--- config.mk ---
export PLATFORM = sky130hd
export DESIGN_NAME = sbds_ctrl
export DESIGN_NICKNAME = d
export VERILOG_FILES = /design/src/rtl/scanline_bucket_depth_sorter_core_macros.svh /design/src/rtl/sbds_pkg.sv /design/src/rtl/sbds_ctrl.sv
export SDC_FILE = /design/constraint.sdc
export NUM_CORES = 1
export LEC_CHECK = 0
export BUFFER_PORTS_ARGS = -buffer_cell sky130_fd_sc_hd__buf_2
export CAP_MARGIN = 40
export CORE_MARGIN = 2
export CORE_UTILIZATION = 37
export CTS_CLUSTER_DIAMETER = 50
export CTS_CLUSTER_SIZE = 30
export DETAILED_ROUTE_END_ITERATION = 8
export PLACE_DENSITY = 0.72
export SLEW_MARGIN = 40
export SYNTH_ARGS = -nofsm -noshare
export SYNTH_HDL_FRONTEND = slang
export SYNTH_SLANG_ARGS = --single-unit
--- constraint.sdc ---
create_clock -name aclk -period 1.2 [get_ports aclk]
set_input_delay 0.12 -clock aclk [delete_from_list [all_inputs] [get_ports aclk]]
set_output_delay 0.12 -clock aclk [all_outputs]
set_load 0.01 [all_outputs]
--- src/rtl/scanline_bucket_depth_sorter_core_macros.svh ---
// Assertion macros shared by the sorter core.
`ifndef SCANLINE_BUCKET_DEPTH_SORTER_CORE_MACROS_SVH
`define SCANLINE_BUCKET_DEPTH_SORTER_CORE_MACROS_SVH

// Same-cycle implication, masked while in reset.
`define SBDS_ASSERT_NOW(label, clk, rstn, ante, cons, msg) \
    label: assert property (@(posedge clk) disable iff (!rstn) (ante) |-> (cons)) \
        else $error(msg);

// Next-cycle implication, masked while in reset.
`define SBDS_ASSERT_NEXT(label, clk, rstn, ante, cons, msg) \
    label: assert property (@(posedge clk) disable iff (!rstn) (ante) |=> (cons)) \
        else $error(msg);

`endif

--- src/rtl/sbds_pkg.sv ---
`timescale 1ns / 1ps
package sbds_pkg;

    localparam int ROWS_DEF       = 2048;
    localparam int ROW_OFFSET_DEF = 256;
    localparam int SLOTS_DEF      = 64;
    localparam int ELEMENTS_DEF   = 4096;

    localparam int ACT_W    = 2;
    localparam int X_W      = 15;
    localparam int Y_W      = 16;
    localparam int RSEL_W   = 11;
    localparam int IDX_W    = 12;
    localparam int RCNT_W   = 12;
    localparam int KIND_W   = 2;
    localparam int TAG_W    = IDX_W + KIND_W;
    localparam int S_DATA_W = 80;
    localparam int M_DATA_W = 40;
    localparam int M_USER_W = 4;

    typedef enum logic [ACT_W-1:0] {
        ACT_CLEAR   = 2'd0,
        ACT_POINT   = 2'd1,
        ACT_SEGMENT = 2'd2,
        ACT_READ    = 2'd3
    } action_t;

    localparam logic [KIND_W-1:0] KIND_POINT = 2'd0;
    localparam logic [KIND_W-1:0] KIND_RISE  = 2'd1;
    localparam logic [KIND_W-1:0] KIND_FALL  = 2'd2;

    typedef struct packed {
        logic load_in;
        logic clr_init;
        logic clr_we;
        logic pt_rd;
        logic pt_commit;
        logic seg_drop;
        logic seg_setup;
        logic div_step;
        logic walk_wr;
        logic rd_fill;
        logic rd_empty_res;
        logic rd_latch;
        logic sort_ins;
        logic emit;
        logic res_load;
    } cmd_t;

    typedef struct packed {
        action_t act;
        logic    use_point;
        logic    full;
        logic    clr_last;
        logic    div_last;
        logic    walk_last;
        logic    rd_empty;
        logic    rd_last_ins;
        logic    emit_last;
        logic    out_free;
    } status_t;

endpackage

--- src/rtl/sbds_ctrl.sv ---
`timescale 1ns / 1ps
module sbds_ctrl (
    input  logic              aclk,
    input  logic              aresetn,
    input  logic              s_valid,
    output logic              s_ready,
    input  sbds_pkg::status_t sts,
    output sbds_pkg::cmd_t    cmd
);
    typedef enum logic [3:0] {
        ST_CLEAR, ST_IDLE, ST_DECODE, ST_PT_CHK, ST_DIV, ST_WALK_RD, ST_WALK_WR,
        ST_RD_CHK, ST_RD_ISSUE, ST_RD_INS, ST_EMIT, ST_RESULT
    } state_t;

    state_t state_reg, state_next;

    assign s_ready = (state_reg == ST_IDLE);

    always_comb begin
        cmd        = '0;
        state_next = state_reg;
        unique case (state_reg)
            ST_CLEAR: begin
                cmd.clr_we = 1'b1;
                if (sts.clr_last) begin
                    state_next = ST_IDLE;
                end
            end
            ST_IDLE: begin
                if (s_valid) begin
                    cmd.load_in = 1'b1;
                    state_next  = ST_DECODE;
                end
            end
            ST_DECODE: begin
                if (sts.act == sbds_pkg::ACT_CLEAR) begin
                    cmd.clr_init = 1'b1;
                    state_next   = ST_CLEAR;
                end else if (sts.act == sbds_pkg::ACT_READ) begin
                    cmd.rd_fill = 1'b1;
                    state_next  = ST_RD_CHK;
                end else if (sts.use_point) begin
                    cmd.pt_rd  = 1'b1;
                    state_next = ST_PT_CHK;
                end else if (sts.full) begin
                    cmd.seg_drop = 1'b1;
                    state_next   = ST_RESULT;
                end else begin
                    cmd.seg_setup = 1'b1;
                    state_next    = ST_DIV;
                end
            end
            ST_PT_CHK: begin
                cmd.pt_commit = 1'b1;
                state_next    = ST_RESULT;
            end
            ST_DIV: begin
                cmd.div_step = 1'b1;
                if (sts.div_last) begin
                    state_next = ST_WALK_RD;
                end
            end
            ST_WALK_RD: begin
                state_next = ST_WALK_WR;
            end
            ST_WALK_WR: begin
                cmd.walk_wr = 1'b1;
                state_next  = sts.walk_last ? ST_RESULT : ST_WALK_RD;
            end
            ST_RD_CHK: begin
                if (sts.rd_empty) begin
                    cmd.rd_empty_res = 1'b1;
                    state_next       = ST_RESULT;
                end else begin
                    cmd.rd_latch = 1'b1;
                    state_next   = ST_RD_ISSUE;
                end
            end
            ST_RD_ISSUE: begin
                state_next = ST_RD_INS;
            end
            ST_RD_INS: begin
                cmd.sort_ins = 1'b1;
                state_next   = sts.rd_last_ins ? ST_EMIT : ST_RD_ISSUE;
            end
            ST_EMIT: begin
                if (sts.out_free) begin
                    cmd.emit = 1'b1;
                    if (sts.emit_last) begin
                        state_next = ST_IDLE;
                    end
                end
            end
            ST_RESULT: begin
                if (sts.out_free) begin
                    cmd.res_load = 1'b1;
                    state_next   = ST_IDLE;
                end
            end
            default: begin
                state_next = ST_IDLE;
            end
        endcase
    end

    always_ff @(posedge aclk) begin
        if (!aresetn) begin
            state_reg <= ST_CLEAR;
        end else begin
            state_reg <= state_next;
        end
    end
endmodule

==> results.json, run 1 <==
{
  "worstPathRequired_ps": 1080,
  "drive_gt1_share_pct": 67.4,
  "tns_ps": -1710,
  "finalSetupViolCount": 18,
  "path_cells": "nor2b_4, nand3_4, nor3b_2, buf_2",
  "die-area_um2": 1700,
  "critPathMaxFanout": 6,
  "sequentialPowerShare_pct": 21.5,
  "syn_to_final_growth_pct": 107,
  "grt_pass1_wl_um": 2940,
  "grt_pass1_vias": 706,
  "synth-seq-area-share_pct": 15.6,
  "final.period_utilization_pct": 115,
  "antenna_found_initial": 0,
  "hp-class": "primary input to register",
  "clockRootBuffer": "clkbuf_4",
  "ant_nets": 0,
  "drc": 0,
  "fin_area_um2": 1060,
  "place_hpwl_um": 1300,
  "clock_latency_ps": 240,
  "drtPass1Iterations": 4,
  "fillers": 90,
  "combPwrFrac_pct": 59.0,
  "slew_violations": 0,
  "grt_max_degree": 11,
  "crit_buf_inv": 1,
  "core_um2": 1300,
  "num_vias": 797,
  "crit_type": "register to output port",
  "crit_start": "state_reg[1]",
  "ys.warnings.count": 0,
  "worst_slack_ps": -179,
  "status": "finished, violations left",
  "final_cells": 147,
  "post-route-min-period_ps": 1380,
  "critical_path.max_stage_delay_ps": 370,
  "syn_inst": 78,
  "fmax_ghz": 0.725,
  "die_h_um": 41.2,
  "place.gp.congestion": 0.822,
  "grt.total_usage_pct": 25.5,
  "rows": 13,
  "via_per_inst": 5.42,
  "crit_path_start_kind": "register",
  "endpoint_kind": "output port",
  "worst_pin_slew_ps": 293,
  "cts.sinks": 4,
  "r2r_start": "state_reg[1]",
  "port_buffers": 29,
  "slew_headroom_pct": 80.3,
  "h-tree-depth": 1,
  "cts_inserted_buffers": 3,
  "synth_area_leader_cell": "dfxtp_1",
  "ir_worst_vdd_mv": 0.689,
  "avgSynthCellArea_um2": 6.58,
  "holdBufCountCts": 0,
  "drt-total-wl_um": 2010,
  "critPathTopFamily": "simple AND/OR/NAND/NOR gates",
  "synth_nets": 92,
  "clk_transition_reported_paths_ps": 50,
  "crit_arrival_ps": 1260,
  "synth_top_area_share_pct": 15.6,
  "cts_tree": "yes",
  "syn_area_um2": 513,
  "hp-start": "aresetn",
  "initial_core_util_pct": 39.4,
  "nNetsFinal": 147,
  "avgRoutedWirePerCell_um": 13.6,
  "yosys-top-cells-area": "dfxtp_1 16%, nor3_1 9.8%, nor2_1 6.6%",
  "p_leak_uw": 0.000527,
  "grt_overflow": 0,
  "io_pins": 30,
  "p_clk_share_pct": 19.5,
  "synth_cell_type_count": 31,
  "synth-seq-cells": 4,
  "post_dp_cell_area_um2": 828,
  "intPower_uw": 589,
  "final_core_util_pct": 81.5,
  "rsz0062_at_grt": "yes",
  "clockBufferDepth": 2,
  "power.net_switching_uw": 380,
  "violations": "setup timing",
  "hold_viol": 0,
  "drt-initial-drc-count": 20,
  "swShare_pct": 39.2,
  "cap_violations": 0,
  "finalClockSkew_ps": 16.0,
  "largest_reg_flops": 4,
  "dp.cells": 135,
  "diodes": 0,
  "cpMaxStageDelayCell": "dfxtp_4",
  "die_w_um": 41.2,
  "p_total_uw": 970,
  "p_per_area_nw_per_um2": 914
}
## layout by cell type, fill, tap and decap left out, types with 2 or more instances in the layout
master / n
a211oi_1: 2
a21o_1: 3
a21oi_1: 2
and2_1: 2
buf_2: 29
buf_4: 21
buf_6: 5
clkbuf_4: 3
dfxtp_4: 4
inv_1: 4
nand2_1: 6
nand2_4: 2
nand2b_4: 3
nor2_1: 6
nor2_2: 2
nor2b_4: 2
nor3_1: 4
nor3_2: 5
nor3b_2: 2
o21ai_0: 3
## synth_stat cells
cell / n
nand2_1: 8
nor2b_1: 3
dfxtp_1: 4
clkbuf_1: 1
buf_4: 1
nor3_1: 10
o21ai_0: 3
nor2_1: 9
a21o_1: 3
o21a_1: 1
o311a_1: 1
nand4b_1: 1
nor3b_1: 3
and2_1: 2
o211ai_2: 1
or4_1: 1
nor3b_2: 1
a221oi_2: 1
nand3_1: 2
nand2b_1: 3
o31ai_1: 1
xor2_1: 1
a2111oi_0: 1
a21oi_1: 3
buf_2: 3
a211oi_1: 2
and3_1: 1
a22oi_1: 1
o31a_1: 1
inv_1: 4
nor4_1: 1
## timing repair
| item | in CTS | in global routing |
|---|---|---|
| gates cloned | 0 | 0 |
| hold endpoints to repair | 0 | 0 |
| setup buffers | 6 | 2 |
| resized for setup | 30 | 7 |
| pin swaps | 2 | 4 |
| endpoints found under the setup margin | 19 | 19 |
## per-stage QoR
stage | hold WS, ps | setup slack (ps)
floorplan | 237 | 6.92
global placement | 343 | -145
detailed placement | 349 | -147
CTS | 115 | -162
global route | 119 | -254
finish | 112 | -179
## metal layers
layer | track usage, % | wire, µm | vias up
met5 | 0 | 0 | -
li1 | - | - | 392
met1 | 30.0 | 793 | 369
met3 | 4.89 | 121 | 0
met4 | 2.42 | 0 | 0
met2 | 48.4 | 1090 | 36
## final cells by class
class / instances / area, µm² / area share, %
clock buffer: 4 / 26.3 / 2.48
inverter: 4 / 15.0 / 1.42
multi-input combinational: 65 / 547 / 51.5
sequential: 4 / 95.1 / 8.96
tap: 15 / 18.8 / 1.77
timing repair buffer: 55 / 359 / 33.8
## cells by family (layout without fill, tap and decap cells)
group           after synthesis  in the layout  share of synthesized area [%]
compound gates               19             19                           28.3
xor+xnor                      1              1                           1.71
buf+inv                       9             63                           8.05
flops                         4              4                           15.6
simple gates                 45             45                           46.3
## worst reg2reg max path: cells and delay by family, from the launching register on
kind,cells,cell delay (ps)
AO/OA/AOI/OAI,2,170
buffers and inverters,1,120
flip-flops,1,360
AND/OR/NAND/NOR,2,550
## power groups by stage
stage | sequential [µW] | combinational, µW | clock, µW
after detailed placement | 204 | 437 | 0
final | 208 | 573 | 189
after CTS | 205 | 531 | 191
after global routing | 211 | 624 | 202
after floorplan | 183 | 282 | 0
after global placement | 203 | 432 | 0
## worst paths after layout
kind | end | slack (ps) | cells after the start
hold reg to reg | state_reg[2] | 710 | 3
setup reg to reg | state_reg[1] | -130 | 5
setup / recovery | cmd[9] | -180 | 4
hold / removal | state_reg[3] | 110 | 2
Power figures use the tool's default switching activity.
==> run 2: changes to the inputs <==
--- a/config.mk
+++ b/config.mk
@@ -12,7 +12,9 @@
 export CTS_CLUSTER_DIAMETER = 50
 export CTS_CLUSTER_SIZE = 30
 export DETAILED_ROUTE_END_ITERATION = 8
+export GPL_TIMING_DRIVEN = 0
 export PLACE_DENSITY = 0.72
+export SKIP_LAST_GASP = 1
 export SLEW_MARGIN = 40
 export SYNTH_ARGS = -nofsm -noshare
 export SYNTH_HDL_FRONTEND = slang
==> results.json, run 2 (synthesis gave the netlist of run 1 again) <==
{
  "status": "finished, violations left",
  "violations": "setup timing",
  "antenna_found_initial": 0,
  "critical_path.max_stage_delay_ps": 350,
  "grt.total_usage_pct": 22.7,
  "final_core_util_pct": 76.4,
  "h-tree-depth": 1,
  "slew_headroom_pct": 80.5,
  "clk_transition_reported_paths_ps": 30,
  "cpMaxStageDelayCell": "dfxtp_4",
  "busiest_layer": "met2",
  "fillers": 99,
  "rsz0062_at_grt": "yes",
  "grt_max_degree": 11,
  "grt_pass1_vias": 593,
  "met1_usage_pct": 26.9,
  "num_vias": 773,
  "die_w_um": 41.2,
  "crit_type": "register to output port",
  "grt_pass1_wl_um": 2520,
  "crit_path_start_kind": "register",
  "worstPathRequired_ps": 1080,
  "post-route-min-period_ps": 1390,
  "hp-class": "primary input to register",
  "grt_overflow": 0,
  "holdBufCountCts": 0,
  "drtPass1Iterations": 4,
  "mostFrequentLayoutCells": "29 x buf_2, 8 x buf_4, 7 x nor2_1, 7 x nand2_1",
  "finalClockSkew_ps": 11.0,
  "cts_inserted_buffers": 3,
  "final_cells": 137,
  "diodes": 0,
  "initial_core_util_pct": 39.4,
  "syn_to_final_growth_pct": 93.9,
  "whs_ps": 106,
  "clock_latency_ps": 240,
  "use_met3_pct": 7.07,
  "port_buffers": 29,
  "io_pins": 30,
  "worst_pin_slew_ps": 289,
  "critPathMaxFanout": 7,
  "place.gp.congestion": 0.814,
  "dp.cells": 122,
  "avgRoutedWirePerCell_um": 13.5,
  "rows": 13,
  "worst_slack_ps": -186,
  "fmax_ghz": 0.722,
  "clockRootBuffer": "clkbuf_4",
  "drc": 0,
  "drt-total-wl_um": 1850,
  "drt-initial-drc-count": 8,
  "core_um2": 1300,
  "clockBufferDepth": 2,
  "die-area_um2": 1700,
  "p_per_area_nw_per_um2": 907,
  "crit_arrival_ps": 1270,
  "cap_violations": 0,
  "endpoint_kind": "output port",
  "via_per_inst": 5.64,
  "largest_reg_flops": 4,
  "final.period_utilization_pct": 115,
  "die_h_um": 41.2,
  "ir_worst_vdd_mv": 0.904,
  "place_hpwl_um": 1120,
  "drive_gt1_share_pct": 61.5,
  "p_total_uw": 902,
  "critPathTopFamily": "simple AND/OR/NAND/NOR gates",
  "ant_nets": 0,
  "finalSetupViolCount": 19,
  "cts_tree": "yes",
  "nNetsFinal": 137,
  "crit_buf_inv": 2,
  "path_cells": "buf_6, nor2_4, nand3_4, nor3b_2, buf_2",
  "hold_viol": 0,
  "p_leak_uw": 0.000470,
  "cts.sinks": 4,
  "final_common_cell": "buf_2",
  "slew_violations": 0,
  "grtUsageMet2_pct": 41.8
}
==> run 2: report_power, final <==
part	switching [µW]	internal, µW	total, µW
Combinational	256	266	522
Clock	55.0	125	180
Sequential	44.3	156	200
==> run 2: layout make-up <==
type / instances / area, µm² / share of cell area [%]
sequential: 4 / 91.3 / 9.18
timing repair buffer: 40 / 248 / 24.9
buffer: 5 / 70.1 / 7.04
tap: 15 / 18.8 / 1.89
clock buffer: 4 / 26.3 / 2.64
inverter: 4 / 15.0 / 1.51
multi-input combinational: 65 / 526 / 52.8
==> run 2: final timing paths <==
path                 from           end  slack, ps  cells past startpoint
min reg2reg  state_reg[3]  state_reg[2]        740                      3
min               aresetn  state_reg[3]        110                      2
max reg2reg  state_reg[2]  state_reg[1]       -150                      5
max          state_reg[3]        cmd[9]       -190                      5
==> run 2: through the flow <==
stage / cell area, µm² / TNS, ps / worst slack (ps)
final: 995 / -1990 / -186
after global routing: 995 / -3390 / -259
after CTS: 891 / -2050 / -186
after detailed placement: 748 / -340 / -101
after global placement: 748 / -338 / -106
after floorplan: 584 / 0 / 6.92
==> run 2: metal layers <==
layer / vias to the layer above / routed length (µm)
met4: 0 / 0
met5: - / 0
li1: 373 / -
met3: 0 / 124
met1: 365 / 810
met2: 35 / 912
==> run 2: repair_timing <==
action	in CTS	in global routing
pin swaps	10	5
endpoints found under the setup margin	19	20
cloned	0	1
gates resized for setup	14	13
setup buffers	7	5
